===== src/rtl/core/vpam_pkg.sv =====
// Shared types and constants of the vibration packet axis merger.
`default_nettype none

package vpam_pkg;

    localparam int CODE_W      = 3;
    localparam int OFFSET_W    = 10;
    localparam int POS_W       = 6;
    localparam int SAMPLE_W    = 16;
    localparam int PKT_W       = 10;
    localparam int NP_W        = 6;
    localparam int QUO_W       = 11;
    localparam int SLOT_W      = 10;
    localparam int CYCLE_W     = 16;
    localparam int VALUE_W     = 32;
    localparam int ADDR_FULL_W = 14;
    localparam int IN_TDATA_W  = 72;
    localparam int OUT_TDATA_W = 128;
    localparam int OUT_USED_W  = SLOT_W + CYCLE_W + 3 * VALUE_W;

    typedef logic [CODE_W-1:0] t_sensor;

    typedef struct packed {
        logic signed [SAMPLE_W-1:0] gain;
        logic [SAMPLE_W-1:0]        zero;
        logic [SAMPLE_W-1:0]        sample;
        logic [POS_W-1:0]           pos;
        logic [OFFSET_W-1:0]        offset;
        logic [CODE_W-1:0]          code;
    } t_in_item;

    localparam int IN_ITEM_W = $bits(t_in_item);

    typedef struct packed {
        t_sensor                    sensor;
        logic [PKT_W-1:0]           packet;
        logic [QUO_W-1:0]           quo;
        logic [POS_W-1:0]           pos;
        logic [SAMPLE_W-1:0]        sample;
        logic [SAMPLE_W-1:0]        zero;
        logic signed [SAMPLE_W-1:0] gain;
    } t_dec_item;

    typedef struct packed {
        t_sensor                    sensor;
        logic [PKT_W-1:0]           packet;
        logic [NP_W-1:0]            np;
        logic [POS_W-1:0]           pos;
        logic [SAMPLE_W-1:0]        sample;
        logic [SAMPLE_W-1:0]        zero;
        logic signed [SAMPLE_W-1:0] gain;
    } t_hdr_item;

    typedef struct packed {
        logic [SAMPLE_W-1:0]        sample;
        logic [SAMPLE_W-1:0]        zero;
        logic signed [SAMPLE_W-1:0] gain;
    } t_operand;

    typedef struct packed {
        logic                       kind;
        logic [SLOT_W-1:0]          slot;
        logic [CYCLE_W-1:0]         cycle;
        t_operand                   op_x;
        t_operand                   op_y;
        t_operand                   op_z;
    } t_trip_item;

endpackage

`default_nettype wire


===== src/rtl/core/vpam_scale.sv =====
// Zero correction and gain scaling of the three axes, result register.
`default_nettype none

module vpam_scale
    import vpam_pkg::*;
(
    input  wire logic        i_clk,
    input  wire logic        i_rst_n,
    input  wire logic        i_trip_valid,
    output logic             o_trip_ready,
    input  wire t_trip_item  i_trip,
    output logic             o_valid,
    input  wire logic        i_ready,
    output logic             o_kind,
    output logic [SLOT_W-1:0]  o_slot,
    output logic [CYCLE_W-1:0] o_cycle,
    output logic [VALUE_W-1:0] o_x,
    output logic [VALUE_W-1:0] o_y,
    output logic [VALUE_W-1:0] o_z
);

    logic               r_ov;
    logic               r_kind;
    logic [SLOT_W-1:0]  r_slot;
    logic [CYCLE_W-1:0] r_cycle;
    logic [VALUE_W-1:0] r_x, r_y, r_z;
    logic               w_load;

    function automatic logic [VALUE_W-1:0] f_scale(input t_operand op);
        logic signed [SAMPLE_W:0]   diff;
        logic signed [VALUE_W:0]    prod;
        diff = $signed({1'b0, op.sample}) - $signed({1'b0, op.zero});
        prod = diff * op.gain;
        return prod[VALUE_W-1:0];
    endfunction

    assign w_load       = !r_ov || i_ready;
    assign o_trip_ready = w_load;

    always_ff @(posedge i_clk) begin
        if (!i_rst_n) begin
            r_ov <= 1'b0;
        end else if (w_load) begin
            r_ov <= i_trip_valid;
        end
    end

    always_ff @(posedge i_clk) begin
        if (w_load && i_trip_valid) begin
            r_kind  <= i_trip.kind;
            r_slot  <= i_trip.slot;
            r_cycle <= i_trip.cycle;
            r_x     <= f_scale(i_trip.op_x);
            r_y     <= f_scale(i_trip.op_y);
            r_z     <= f_scale(i_trip.op_z);
        end
    end

    assign o_valid = r_ov;
    assign o_kind  = r_kind;
    assign o_slot  = r_slot;
    assign o_cycle = r_cycle;
    assign o_x     = r_x;
    assign o_y     = r_y;
    assign o_z     = r_z;

endmodule

`default_nettype wire


===== config.mk =====
export PLATFORM = sky130hd
export DESIGN_NAME = vpam_scale
export DESIGN_NICKNAME = d
export VERILOG_FILES = /design/src/rtl/core/vpam_pkg.sv /design/src/rtl/core/vpam_scale.sv
export SDC_FILE = /design/constraint.sdc
export NUM_CORES = 2
export LEC_CHECK = 0
export BUFFER_PORTS_ARGS = -buffer_cell sky130_fd_sc_hd__buf_2
export CAP_MARGIN = 5
export CORE_MARGIN = 4
export CORE_UTILIZATION = 30
export CTS_BUF_LIST = sky130_fd_sc_hd__clkbuf_8
export CTS_CLUSTER_DIAMETER = 60
export DETAILED_ROUTE_END_ITERATION = 6
export PLACE_DENSITY_LB_ADDON = 0.25
export SYNTH_ARGS = -nofsm -noshare
export SYNTH_HDL_FRONTEND = slang
export SYNTH_SLANG_ARGS = --single-unit

===== constraint.sdc =====
create_clock -name i_clk -period 10.4 [get_ports i_clk]
set_input_delay 0 -clock i_clk [delete_from_list [all_inputs] [get_ports i_clk]]
set_output_delay 0 -clock i_clk [all_outputs]
set_load 0.005 [all_outputs]

==> flow_metrics.env <==
export IMPL_status="complete, no violations"
export IMPL_dp_slack_ps=1530
export IMPL_dpl_hpwl_um=79800
export IMPL_post_cts_buffers=0
export IMPL_syn_to_final_growth_pct=11.9
export IMPL_rsz0062_at_grt="false"
export IMPL_fmax_mhz=122
export IMPL_cts_sinks=124
export IMPL_ff2ff_path_depth=4
export IMPL_postSynthCellCount=3828
export IMPL_grt_overflow_total=0
export IMPL_grt_total_usage_pct=16.0
export IMPL_clk_pin_slew_ps=100
export IMPL_antenna_found_initial=12
export IMPL_timing_final_ws_setup_ps=2220
export IMPL_max_slew_margin_pct=29.9
export IMPL_num_io_pins=300
export IMPL_drv_cap=0
export IMPL_gp_congestion=0.820
export IMPL_clkLatencyLatePin_ps=610
export IMPL_start_util_pct=30.2
export IMPL_drive_above_1_share_pct=9.84
export IMPL_worst_clock_skew_ps=33.1
export IMPL_drc=0
export IMPL_arrival_ps=8510
export IMPL_final_core_util_pct=33.9
export IMPL_postCtsResizedCells=0
export IMPL_ys_warn_count=0
export IMPL_period_needed_ps=8180
export IMPL_fin_crit_sh_pct=78.7
export IMPL_final_setup_viol_count=0
export IMPL_synth_area_mm2=0.0363
export IMPL_ant_nets=0
export IMPL_synth_nets=5110
export IMPL_drv_slew=0
export IMPL_route_vias_total=25500
export IMPL_core_area_mm2=0.120
export IMPL_cts_hold_buf=37
export IMPL_crit_top_cell="fa_1"
export IMPL_placementRows=127
export IMPL_root_buffer="clkbuf_8"
export IMPL_critPathKind="primary input to register"
export IMPL_critPathTopFamily="adder cells"
export IMPL_max_clock_path_buffers=2
export IMPL_ys_async_sr_fraction_pct=0
export IMPL_wl_per_cell_um=16.7
export IMPL_cts_tree="yes"
export IMPL_io_buffers=299
export IMPL_hold_path_depth=3
export IMPL_cp_slowest_cell="fa_1"
export IMPL_ys_seq_area_share_pct=10.2
export IMPL_grt_pass1_vias=28200
export IMPL_syn_mean_instance_area_um2=9.48
export IMPL_drt_wl_total_um=95900
export IMPL_end_kind="register"
export IMPL_hold_path_class="primary input to register"
export IMPL_synth_edf_count=123
export IMPL_cts_buffers=17
export IMPL_die_area_mm2=0.127
export IMPL_critPathMaxFanout=11
export IMPL_viasPerCell=4.45
export IMPL_h_tree_depth=4
export IMPL_hold_viol=0
export IMPL_fp_dieH_um=356
export IMPL_cp_slowest_stage_delay_ps=540
export IMPL_final_cell_mix="inv_1, fa_1, nand2_1, and2_1, buf_2"
export IMPL_worstMarginPinSlew_ps=1040
export IMPL_yosysUniqueCellTypes=64
export IMPL_ys_seq_elements=124
export IMPL_final_common_cell="inv_1"
export IMPL_synth_main_ff_cell="edfxtp_1"
export IMPL_grt_pass1_wl_um=157000
export IMPL_rrSetupSlack_ps=7630
export IMPL_cp_num_cells=33
export IMPL_grt_max_degree=54
export IMPL_final_nets=5395
export IMPL_cp_start_kind="primary input"
export IMPL_drtIter0Drc=1027
export IMPL_die_x_um=356
export IMPL_path_buf_inv=6
export IMPL_tns_ps=0
export IMPL_required_ps=10730
export IMPL_drtPass1Iterations=5
==> cells in the mapped netlist (3+ instances only) <==
cell type	n	share of area, %
edfxtp_1	123	10
nor2b_1	85	1.5
a21o_1	37	0.77
nor2_1	115	1.2
nor4_1	3	0.052
o211ai_1	7	0.14
nand3_1	12	0.17
o41ai_1	4	0.097
or3_1	7	0.12
clkbuf_1	103	1.1
fa_1	813	45
nand2b_1	39	0.67
a221oi_1	3	0.072
and2_1	307	5.3
and3_1	10	0.17
nand2_1	420	4.3
o21ai_0	47	0.65
mux2i_1	4	0.11
o21a_1	29	0.60
nor3_1	19	0.26
a21oi_1	94	1.3
a211oi_1	11	0.23
a211o_1	4	0.097
xnor2_1	112	2.7
o31ai_1	8	0.17
a2111oi_0	3	0.072
inv_1	997	10
or2_2	8	0.14
ha_1	294	10
nand4_1	3	0.052
buf_1	4	0.041
o21bai_1	12	0.25
a21boi_0	4	0.083
xor2_1	35	0.84
a31oi_1	11	0.19
a21o_2	3	0.072
o31a_1	3	0.072
==> routing by layer <==
metal / up-vias / GRT usage [%] / part of all wire [%] / wire length (um)
met2: 470 / 26.7 / 47 / 45400
met3: 78 / 2.44 / 4.2 / 4030
met1: 13100 / 21.8 / 47 / 44700
met4: 8 / 3.99 / 1.8 / 1740
li1: 11900 / - / - / -
met5: - / 0 / 0.057 / 55
==> cell families (layout without fill, tap and decap cells) <==
| group | Yosys count | count (layout) | synth area share (%) |
|---|---|---|---|
| AOI/OAI and AO/OA | 305 | 305 | 5.59 |
| xor gates and xnor gates | 147 | 147 | 3.55 |
| adders and majority gates | 1107 | 1107 | 55.0 |
| buffers and inverters | 1107 | 1405 | 11.5 |
| DFF | 124 | 124 | 10.2 |
| muxes | 4 | 4 | 0.110 |
| other | 0 | 3 | 0 |
| and+or+nand+nor | 1034 | 1034 | 14.1 |
==> layout make-up <==
class | instances | area (um2)
diodes | 3 | 7.51
fillers | 12500 | 79400
flip-flops and latches | 124 | 3710
repair buffers | 375 | 2160
clock buffers | 18 | 248
inverters | 998 | 3750
clock inverters | 14 | 220
multi-input cells | 2597 | 28500
well taps | 1612 | 2020
==> state kept, by name, summed over array words and instances (netlist names) <==
signal	flops
o_kind	1
o_cycle	16
o_x	32
o_slot	10
o_y	32
o_z	32
o_valid	1
==> worst paths after layout <==
check,from,end
hold / removal,i_trip[49],o_y[1]
setup / recovery,i_trip[32],o_z[29]
setup reg to reg,o_valid,o_x[15]
hold reg to reg,o_valid,o_kind
==> per-stage QoR <==
| step | cells | hold slack, ps | cell area (um2) |
|---|---|---|---|
| 5_1_grt | 5739 | 49.2 | 40600 |
| 3_5_place_dp | 5669 | 178 | 39800 |
| 4_1_cts | 5738 | 7.32 | 40600 |
| 3_3_place_gp | 5669 | 176 | 39800 |
| 2_1_floorplan | 3828 | 98.9 | 36300 |
| 6_report | 5741 | 124 | 40600 |
==> tightest hold or removal path: cells and delay by family <==
kind	cells	cell delay [ps]
buf+inv	1	300
fa+ha+maj	1	130
simple gates	1	190
Power is not shown: default switching activity piles up to over one toggle a cycle in this logic, so the estimate is an artifact.
