### src/rtl/core/vpam_pkg.sv
// Shared types and constants of the vibration packet axis merger.
`default_nettype none

package vpam_pkg;

    localparam int CODE_W      = 3;
    localparam int OFFSET_W    = 10;
    localparam int POS_W       = 6;
    localparam int SAMPLE_W    = 16;
    localparam int PKT_W       = 10;
    localparam int NP_W        = 6;
    localparam int QUO_W       = 11;
    localparam int SLOT_W      = 10;
    localparam int CYCLE_W     = 16;
    localparam int VALUE_W     = 32;
    localparam int ADDR_FULL_W = 14;
    localparam int IN_TDATA_W  = 72;
    localparam int OUT_TDATA_W = 128;
    localparam int OUT_USED_W  = SLOT_W + CYCLE_W + 3 * VALUE_W;

    typedef logic [CODE_W-1:0] t_sensor;

    typedef struct packed {
        logic signed [SAMPLE_W-1:0] gain;
        logic [SAMPLE_W-1:0]        zero;
        logic [SAMPLE_W-1:0]        sample;
        logic [POS_W-1:0]           pos;
        logic [OFFSET_W-1:0]        offset;
        logic [CODE_W-1:0]          code;
    } t_in_item;

    localparam int IN_ITEM_W = $bits(t_in_item);

    typedef struct packed {
        t_sensor                    sensor;
        logic [PKT_W-1:0]           packet;
        logic [QUO_W-1:0]           quo;
        logic [POS_W-1:0]           pos;
        logic [SAMPLE_W-1:0]        sample;
        logic [SAMPLE_W-1:0]        zero;
        logic signed [SAMPLE_W-1:0] gain;
    } t_dec_item;

    typedef struct packed {
        t_sensor                    sensor;
        logic [PKT_W-1:0]           packet;
        logic [NP_W-1:0]            np;
        logic [POS_W-1:0]           pos;
        logic [SAMPLE_W-1:0]        sample;
        logic [SAMPLE_W-1:0]        zero;
        logic signed [SAMPLE_W-1:0] gain;
    } t_hdr_item;

    typedef struct packed {
        logic [SAMPLE_W-1:0]        sample;
        logic [SAMPLE_W-1:0]        zero;
        logic signed [SAMPLE_W-1:0] gain;
    } t_operand;

    typedef struct packed {
        logic                       kind;
        logic [SLOT_W-1:0]          slot;
        logic [CYCLE_W-1:0]         cycle;
        t_operand                   op_x;
        t_operand                   op_y;
        t_operand                   op_z;
    } t_trip_item;

endpackage

`default_nettype wire

### src/rtl/core/vpam_hdr_decode.sv
// Input register and header decode stages: sensor remap, packet number, next packet.
`default_nettype none

module vpam_hdr_decode
    import vpam_pkg::*;
#(
    parameter int SAMPLES_PER_PACKET = 64,
    parameter int PACKETS_PER_CYCLE  = 16
) (
    input  wire logic      i_clk,
    input  wire logic      i_rst_n,
    input  wire logic      i_in_valid,
    output logic           o_in_ready,
    input  wire t_in_item  i_in,
    output logic           o_hdr_valid,
    input  wire logic      i_hdr_ready,
    output t_hdr_item      o_hdr
);

    localparam int RECIP_SHIFT = 26;
    localparam int RECIP_W     = RECIP_SHIFT + 1;
    localparam int PROD_W      = QUO_W + RECIP_W;
    localparam int CYCLE_SPAN  = SAMPLES_PER_PACKET * PACKETS_PER_CYCLE;
    localparam logic [RECIP_W-1:0] RECIP_PKT =
        RECIP_W'(((1 << RECIP_SHIFT) + SAMPLES_PER_PACKET - 1) / SAMPLES_PER_PACKET);
    localparam logic [RECIP_W-1:0] RECIP_CYC =
        RECIP_W'(((1 << RECIP_SHIFT) + CYCLE_SPAN - 1) / CYCLE_SPAN);
    localparam logic [CODE_W-1:0] CODE_REMAP_FIRST = CODE_W'(5);
    localparam logic [CODE_W-1:0] CODE_REMAP_SHIFT = CODE_W'(2);

    logic      r_v0, r_v1, r_v2;
    t_in_item  r_s0;
    t_dec_item r_s1, n_s1;
    t_hdr_item r_s2, n_s2;
    logic      w_free0, w_free1, w_free2;

    logic [QUO_W-1:0]  w_num_pkt, w_num_nxt, w_wrap, w_np_full;
    logic [PROD_W-1:0] w_prod_pkt, w_prod_nxt;

    assign w_free2    = !r_v2 || i_hdr_ready;
    assign w_free1    = !r_v1 || w_free2;
    assign w_free0    = !r_v0 || w_free1;
    assign o_in_ready = w_free0;

    // packet = offset / SPP and (packet + 1) / PPC by reciprocal multiply
    always_comb begin
        w_num_pkt  = QUO_W'(r_s0.offset);
        w_num_nxt  = QUO_W'(r_s0.offset) + QUO_W'(SAMPLES_PER_PACKET);
        w_prod_pkt = PROD_W'(w_num_pkt) * PROD_W'(RECIP_PKT);
        w_prod_nxt = PROD_W'(w_num_nxt) * PROD_W'(RECIP_CYC);
        n_s1.sensor = (r_s0.code >= CODE_REMAP_FIRST) ? r_s0.code - CODE_REMAP_SHIFT
                                                      : r_s0.code;
        n_s1.packet = PKT_W'(w_prod_pkt >> RECIP_SHIFT);
        n_s1.quo    = QUO_W'(w_prod_nxt >> RECIP_SHIFT);
        n_s1.pos    = r_s0.pos;
        n_s1.sample = r_s0.sample;
        n_s1.zero   = r_s0.zero;
        n_s1.gain   = r_s0.gain;
    end

    // next packet = (packet + 1) mod PPC
    always_comb begin
        w_wrap    = QUO_W'(r_s1.quo * QUO_W'(PACKETS_PER_CYCLE));
        w_np_full = QUO_W'(r_s1.packet) + QUO_W'(1) - w_wrap;
        n_s2.sensor = r_s1.sensor;
        n_s2.packet = r_s1.packet;
        n_s2.np     = NP_W'(w_np_full);
        n_s2.pos    = r_s1.pos;
        n_s2.sample = r_s1.sample;
        n_s2.zero   = r_s1.zero;
        n_s2.gain   = r_s1.gain;
    end

    always_ff @(posedge i_clk) begin
        if (!i_rst_n) begin
            r_v0 <= 1'b0;
            r_v1 <= 1'b0;
            r_v2 <= 1'b0;
        end else begin
            if (w_free0) r_v0 <= i_in_valid;
            if (w_free1) r_v1 <= r_v0;
            if (w_free2) r_v2 <= r_v1;
        end
    end

    always_ff @(posedge i_clk) begin
        if (w_free0) r_s0 <= i_in;
        if (w_free1) r_s1 <= n_s1;
        if (w_free2) r_s2 <= n_s2;
    end

    assign o_hdr_valid = r_v2;
    assign o_hdr       = r_s2;

endmodule

`default_nettype wire

### config.mk
export PLATFORM = sky130hd
export DESIGN_NAME = vpam_hdr_decode
export DESIGN_NICKNAME = d
export VERILOG_FILES = /design/src/rtl/core/vpam_pkg.sv /design/src/rtl/core/vpam_hdr_decode.sv
export SDC_FILE = /design/constraint.sdc
export NUM_CORES = 1
export LEC_CHECK = 0
export ABC_AREA = 1
export BUFFER_PORTS_ARGS = -buffer_cell sky130_fd_sc_hd__buf_2
export CORE_ASPECT_RATIO = 1.4
export CORE_MARGIN = 2
export CORE_UTILIZATION = 47
export DETAILED_ROUTE_END_ITERATION = 16
export PLACE_DENSITY_LB_ADDON = 0.2
export SLEW_MARGIN = 40
export SYNTH_ARGS = -nofsm -noshare
export SYNTH_HDL_FRONTEND = slang
export SYNTH_SLANG_ARGS = --single-unit
### constraint.sdc
create_clock -name i_clk -period 3.2 [get_ports i_clk]
set_input_delay 0.64 -clock i_clk [delete_from_list [all_inputs] [get_ports i_clk]]
set_output_delay 0.64 -clock i_clk [all_outputs]
set_load 0.01 [all_outputs]
==> metrics.md, run 1 <==
| Metric | Value |
|---|---|
| Status | completed |
| Slew headroom | 0.6581 |
| Sequential power share | 0.584 |
| Die height | 138.8 µm |
| Most common cell after layout, fill and taps aside | edfxtp_1 |
| CTS buffer count | 17 |
| Core area | roughly 13,000 µm² |
| Post-CTS resize count | 0 |
| CTS H-tree lvls | 4 |
| Ports | 146 |
| Via Count | 2,563 |
| First-iteration detailed-routing DRC count | 114 |
| Pwr per Cell Area | 671.1 nW/µm² |
| Initial antenna violation count | 1 |
| VDD IR max | 335.1 µV |
| Routed wire per std cell | between 15 and 20 µm |
| DIE WIDTH | approximately 100 µm |
| Post-route setup TNS | 0 ns |
| Synth Area per Inst | 24.50 µm² |
| Worst EP required | 2.56 ns |
| Layout cell share with drive strength beyond 1 | 0.4149 |
| Register area share after synthesis | 0.9450 |
| Routed WL | 8649 µm |
| Setup crit start kind | flip-flop |
| Worst Reg-to-Reg Cells | 2 |
| Non-filler cells, final | 571 |
| Seq cells post-synth | slightly below 200 |
| Switching pwr | 0.001058 W |
| Worst min-delay path class | input pin to flip-flop |
| GRT Residual Overflow | 0 |
| Buf/Inv on CP | 1 |
| 1st-pass router iterations | 5 |
| Max incr delay on CP | 0.55 ns |
| CP Max Fanout | 12 |
| Crit-path leading delay family | flip-flops |
| Period utilization | 0.6824 |
| Input/output buffers | roughly 130 |
| Total power | between 0.005 and 0.006 W |
| Syn Inst Count | roughly 250 |
| Routed Antenna Nets | 0 |
| Initial core utilization | 0.4784 |
| Post-CTS Setup Bufs | 0 |
| CTS Hold Buffers Added | 0 |
| Combinational group share of total power | 0.035 |
| Clock Latency Late Sink | 0.42 ns |
| Max-cap viol count | 0 |
| Routability congestion estimate | around 0.75 |
| Worst slack at placement | 1.009 ns |
| Int Pwr | 0.004038 W |
| FF-to-FF Start | o_hdr_valid$_SDFFE_PN0P_ |
| Arrival @ worst endpoint | 1.54 ns |
| FF+latch area | 5766 µm² |
| Largest net degree at the start of global routing | between 60 and 70 |
| CP startpoint | o_hdr_valid$_SDFFE_PN0P_ |
| CTS tree | done |
| Multi-input gate area | approximately 290 µm² |
| Crit. path cell count | 2 |
| CP Capture Type | output port |
| Share of power burned in the clock network | 0.381 |
| Worst-path clk slew | ~0.070 ns |
| Vias in the first global route | 2,570 |
| Critical R2R Capture | n_s1[21]$_DFFE_PP_ |
| Fin. Hold Viols | 0 |
| Number of vias per cell | approximately 4.5 |
| Synth cell types | 16 |
| Die area | roughly 14,000 µm² |
| FFs w/ async S/R, synth | 0 |
| CP endpoint | o_in_ready |
| Global-route usage over all layers | 0.1298 |
| Worst-margin pin slew | 0.5116 ns |
| Synthesis-to-finish area growth | 24.47% |
| Clk buf depth | 2 |
| Critical path, cell by cell | nand4_4 > buf_2 |
| First-pass GRT wire length | 13,040 µm |
| Most frequent cells in the layout | edfxtp_1, buf_2, clkbuf_16 |
| Reg-to-reg slack, setup | 1.68 ns |
| Final Slew Violations | 0 |
| Post-Syn Area | 6101 µm² |
| Leak | 3.077 nW |
| DRC | 0 |
| Finish-stage setup viols | 0 |
| # rows | 49 |
| Setup WS post-layout | slightly above 1 ns |
| RSZ-0062 raised after global routing | false |
| Final #Nets | slightly below 500 |
| Clk_skew | 0.006957 ns |
| Clock Sinks | 193 |
| Cell total after placement | 538 |
| Slowest cell on crit path | dfxtp_1 |
| Synth warnings | 0 |
| Timing-limited maximum frequency | 457.9 MHz |
| Fillers | between 900 and 1k |
| Crit path time final | between 2 and 2.5 ns |
| Hpwl dp | 5827 µm |
| Critical path type | flip-flop to output port |
| Main synth FF type | edfxtp_1 |
| Sw frac | 0.2076 |
| EDFF count, synth | 190 |
| CTS root buf | clkbuf_16 |
[how the worst min path moves through the flow]
stage / start / endpoint / slack (ns) / depth (start not counted)
5_1_grt: i_in[33] / n_s1[46]$_DFFE_PP_ / 0.37 / 1
2_1_floorplan: n_s1[0]$_DFFE_PP_ / n_s2[0]$_DFFE_PP_ / 0.40 / 0
3_5_place_dp: n_s1[0]$_DFFE_PP_ / n_s2[0]$_DFFE_PP_ / 0.40 / 0
4_1_cts: i_in[51] / n_s1[0]$_DFFE_PP_ / 0.37 / 1
3_3_place_gp: n_s1[24]$_DFFE_PP_ / n_s2[24]$_DFFE_PP_ / 0.40 / 0
6_report: i_in[24] / n_s1[37]$_DFFE_PP_ / 0.39 / 1
[state kept, by name (all words and copies together), names as in the netlist]
register     count
n_s1            54
o_hdr           67
o_hdr_valid      1
r_v0             1
r_v1             1
n_s2            61
r_s1             1
r_s0             7
[area by class of cell]
cell class / count / area share
Antenna cell: 1 / 0.0003295
Clock buffer: 18 / 0.05652
Clock inverter: 14 / 0.01615
Inverter: 15 / 0.007415
Multi-Input combinational cell: 40 / 0.03823
Sequential cell: 193 / 0.7593
Tap cell: 153 / 0.02521
Timing Repair Buffer: 137 / 0.09689
[synth_stat cells, types with 3 or more instances]
library cell	n	area, µm²
dfxtp_1	3	60.06
nand2_1	12	45.04
a21oi_1	4	20.02
buf_4	6	45.04
inv_1	14	52.55
nand3_1	4	20.02
edfxtp_1	190	5705
ha_1	8	100.1
[cells by family (layout without fill, tap and decap cells)]
group / after synthesis / count (layout) / synth area share
AO/OA/AOI/OAI: 6 / 6 / 0.005537
XOR/XNOR: 1 / 1 / 0.001436
other: 1 / 7 / 0.0006147
buffers and inverters: 21 / 184 / 0.01661
adder cells (fa/ha/maj): 8 / 8 / 0.01641
AND/OR/NAND/NOR: 19 / 19 / 0.01436
flip-flops: 193 / 193 / 0.9450
[power groups by stage]
| stage | Clock (W) | Combinational, W | Sequential [W] |
|---|---|---|---|
| 5_1_grt | 0.00210 | 0.000195 | 0.00299 |
| 3_5_place_dp | 0 | 0.000180 | 0.00303 |
| 4_1_cts | 0.00200 | 0.000181 | 0.00298 |
| 6_report | 0.00194 | 0.000178 | 0.00297 |
| 2_1_floorplan | 0 | 0.0000383 | 0.00306 |
| 3_3_place_gp | 0 | 0.000175 | 0.00302 |
[stage by stage]
step	util	cell area [µm²]	hold WS [ns]
global route	0.5953	7591	0.3684
global placement	0.5470	6975	0.4002
finish	0.5955	7594	0.3906
detailed placement	0.5520	7039	0.4045
floorplan	-	6120	0.4003
CTS	0.5953	7591	0.3712
[worst register-to-register path, cell delays in order (launching register included)]
cell,delay (ns)
dfxtp_1,0.55
nand4_4,0.32
buf_4,0.36
[metal layers]
metal,global-route usage,part of all wire,vias up
met1,0.1358,0.37,1205
li1,-,-,1263
met4,0.06056,0.018,0
met2,0.2254,0.55,85
met3,0.05141,0.065,10
met5,0,0,-
Note: power is estimated with default switching activity, not from simulation.
==> inputs of run 2 (changes only) <==
Settings changed: ABC_AREA 1 to 0.
Clock period 3.2 ns to 1.9 ns, I/O delays scaled along.
==> metrics.md, run 2 <==
| Metric | Value |
|---|---|
| Clk buf depth | 2 |
| Number of vias per cell | 4.642 |
| Max incr delay on CP | around 0.32 ns |
| Most frequent cells in the layout | edfxtp_1, buf_2, clkbuf_16 |
| Timing-limited maximum frequency | between 600 and 700 MHz |
| Fin. Hold Viols | 0 |
| Syn Inst Count | between 200 and 250 |
| CTS buffer count | 17 |
| Yosys top cell by area | edfxtp_1 |
| First-iteration detailed-routing DRC count | ~70 |
| Core area | ~13,000 µm² |
| Via Count | 2,604 |
| CP startpoint | o_hdr_valid$_SDFFE_PN0P_ |
| Max reg flops | 67 |
| CP Max Fanout | 5 |
| Largest net degree at the start of global routing | 68 |
| Global-route usage over all layers | 0.1281 |
| CTS tree | done |
| Initial core utilization | 0.4784 |
| Cell total after placement | 527 |
| Layout cell share with drive strength beyond 1 | 0.4314 |
| Die area | 13,920 µm² |
| Initial antenna violation count | 0 |
| Leak | 3.054 nW |
| Seq cells post-synth | 193 |
| First-pass GRT wire length | between 10,000 and 15,000 µm |
| Hold Slack | 0.1378 ns |
| Synth cell types | 24 |
| Final Slew Violations | 0 |
| Synth Area per Inst | 25.74 µm² |
| Synth warnings | 0 |
| Critical R2R Capture | r_s0[9]$_DFFE_PP_ |
| Non-filler cells, final | 561 |
| Synth cell count leaders | edfxtp_1, inv_1, ha_1 |
| GRT Residual Overflow | 0 |
| Die height | 138.8 µm |
| Ports | 146 |
| Most common cell after layout, fill and taps aside | edfxtp_1 |
| Arrival @ worst endpoint | between 1 and 1.5 ns |
| Pwr per Cell Area | 1165 nW/µm² |
| Setup crit start kind | flip-flop |
| Synth top area share | 0.9352 |
| Max-cap viol count | 0 |
| Clk_skew | approximately 0.0067 ns |
| Critical path type | flip-flop to output port |
| Final core occ | 0.5985 |
| Fillers | roughly 970 |
| Clock Latency Late Sink | around 0.41 ns |
| CTS H-tree lvls | 4 |
| EDFF count, synth | 190 |
| 1st-pass router iterations | 6 |
| RSZ-0062 raised after global routing | false |
| Worst Reg-to-Reg Cells | 4 |
| Period utilization | 0.8742 |
| Routed wire per std cell | roughly 15 µm |
| Status | completed |
| Post-route cell area | 7632 µm² |
| Critical path, cell by cell | nor2b_4 > nand3_4 > buf_2 |
| CP endpoint | o_in_ready |
| Input/output buffers | approximately 130 |
| Vias in the first global route | approximately 2.6k |
| Post-Syn Area | 6101 µm² |
| Routed WL | 8667 µm |
| Ant diodes | 0 |
| Finish-stage setup viols | 0 |
| VDD IR max | slightly below 700 µV |
| Routability congestion estimate | 0.7334 |
| DP Area | 7009 µm² |
| DIE WIDTH | between 100 and 150 µm |
| Routed Antenna Nets | 0 |
| Crit path time final | 1.661 ns |
| Slowest cell on crit path | dfxtp_2 |
| Clock Sinks | 193 |
| Synthesis-to-finish area growth | 25.10% |
| CP Capture Type | output port |
| Worst min-delay path class | input pin to flip-flop |
| # rows | a little under 50 |
| Reg-to-reg slack, setup | 0.45 ns |
| FFs w/ async S/R, synth | 0 |
| Main synth FF type | edfxtp_1 |
| Register area share after synthesis | 0.9450 |
| Hpwl dp | around 5600 µm |
| Top post-synthesis cells by area | edfxtp_1, ha_1, dfxtp_1 |
| Final #Nets | 474 |
| CTS root buf | clkbuf_16 |
| FF-to-FF Start | o_hdr_valid$_SDFFE_PN0P_ |
| Most instantiated library cell after synthesis | edfxtp_1 |
| Worst EP required | 1.52 ns |
| Worst-path clk slew | roughly 0.070 ns |
| DRC | 0 |
## run 2: cell count changes in the layout (fill, tap and decap cells not counted), moves of 2 or more
cell,previous run,this run
nand2_1,11,0
inv_1,14,8
buf_4,2,5
bufinv_16,0,3
clkinvlp_4,0,3
nand3_1,3,0
buf_12,0,2
buf_16,2,0
clkinv_2,2,0
clkinv_4,4,2
inv_6,5,3
## run 2: worst max-delay path, delay by kind of cell (launching register included)
family | cells | cell delay, ns
AND/OR/NAND/NOR | 2 | 0.37
flip-flops | 1 | 0.32
buffers and inverters | 1 | 0.17
## run 2: repair_timing
| item | CTS | global route |
|---|---|---|
| buffers inserted | 0 | 2 |
| hold endpoints to repair | 0 | 0 |
| endpoints found under the setup margin | 0 | 1 |
| gates resized for setup | 0 | 0 |
| hold buffers | 0 | 0 |
## run 2: routing by layer
| metal | up-vias | track usage | wire length [µm] |
|---|---|---|---|
| met5 | - | 0 | 0 |
| met1 | 1265 | 0.1301 | 3124 |
| li1 | 1235 | - | - |
| met4 | 0 | 0.06994 | 203 |
| met2 | 93 | 0.2243 | 4891 |
| met3 | 11 | 0.04637 | 448 |
## run 2: cell type report
cell class | count | area (µm²) | share of cell area
sequential | 193 | 5767 | 0.7556
timing repair buffer | 140 | 743.2 | 0.09738
clock buffer | 19 | 432.9 | 0.05672
multi-input combinational | 34 | 285.3 | 0.03738
tap | 153 | 191.4 | 0.02508
clock inverter | 13 | 175.2 | 0.02295
inverter | 9 | 37.54 | 0.004918
## run 2: cell families after synthesis
logic type      synth area share
simple gates            0.008614
compound gates           0.01354
xor+xnor                0.002872
flops                     0.9450
fa+ha+maj                0.01641
buf+inv                  0.01292
other cells            0.0006147
## run 2: per-stage QoR
stage	power, W	TNS (ns)	worst slack [ns]
finish	0.008890	0	0.2390
global route	0.009193	0	0.1562
CTS	0.008979	0	0.01561
detailed placement	0.005394	0	0.2837
global placement	0.005370	0	0.3009
floorplan	0.005202	-4.346	-0.06486
## run 2: worst min-delay path by stage
stage	start	end	slack, ns	cells after the start
floorplan	n_s1[0]$_DFFE_PP_	n_s2[0]$_DFFE_PP_	0.40	0
finish	i_in[66]	n_s1[15]$_DFFE_PP_	0.14	1
CTS	i_in[22]	n_s1[35]$_DFFE_PP_	0.12	1
detailed placement	n_s1[12]$_DFFE_PP_	n_s2[12]$_DFFE_PP_	0.40	0
global route	i_in[53]	n_s1[2]$_DFFE_PP_	0.11	1
global placement	n_s1[10]$_DFFE_PP_	n_s2[10]$_DFFE_PP_	0.40	0
## run 2: power by group
part / leakage, nW / switching, W / internal, W / total, W
sequential: 2.03 / 0.0000690 / 0.00493 / 0.00500
clock: 0.290 / 0.00149 / 0.00210 / 0.00359
combinational: 0.731 / 0.000157 / 0.000139 / 0.000296
total: 3.05 / 0.00172 / 0.00717 / 0.00889
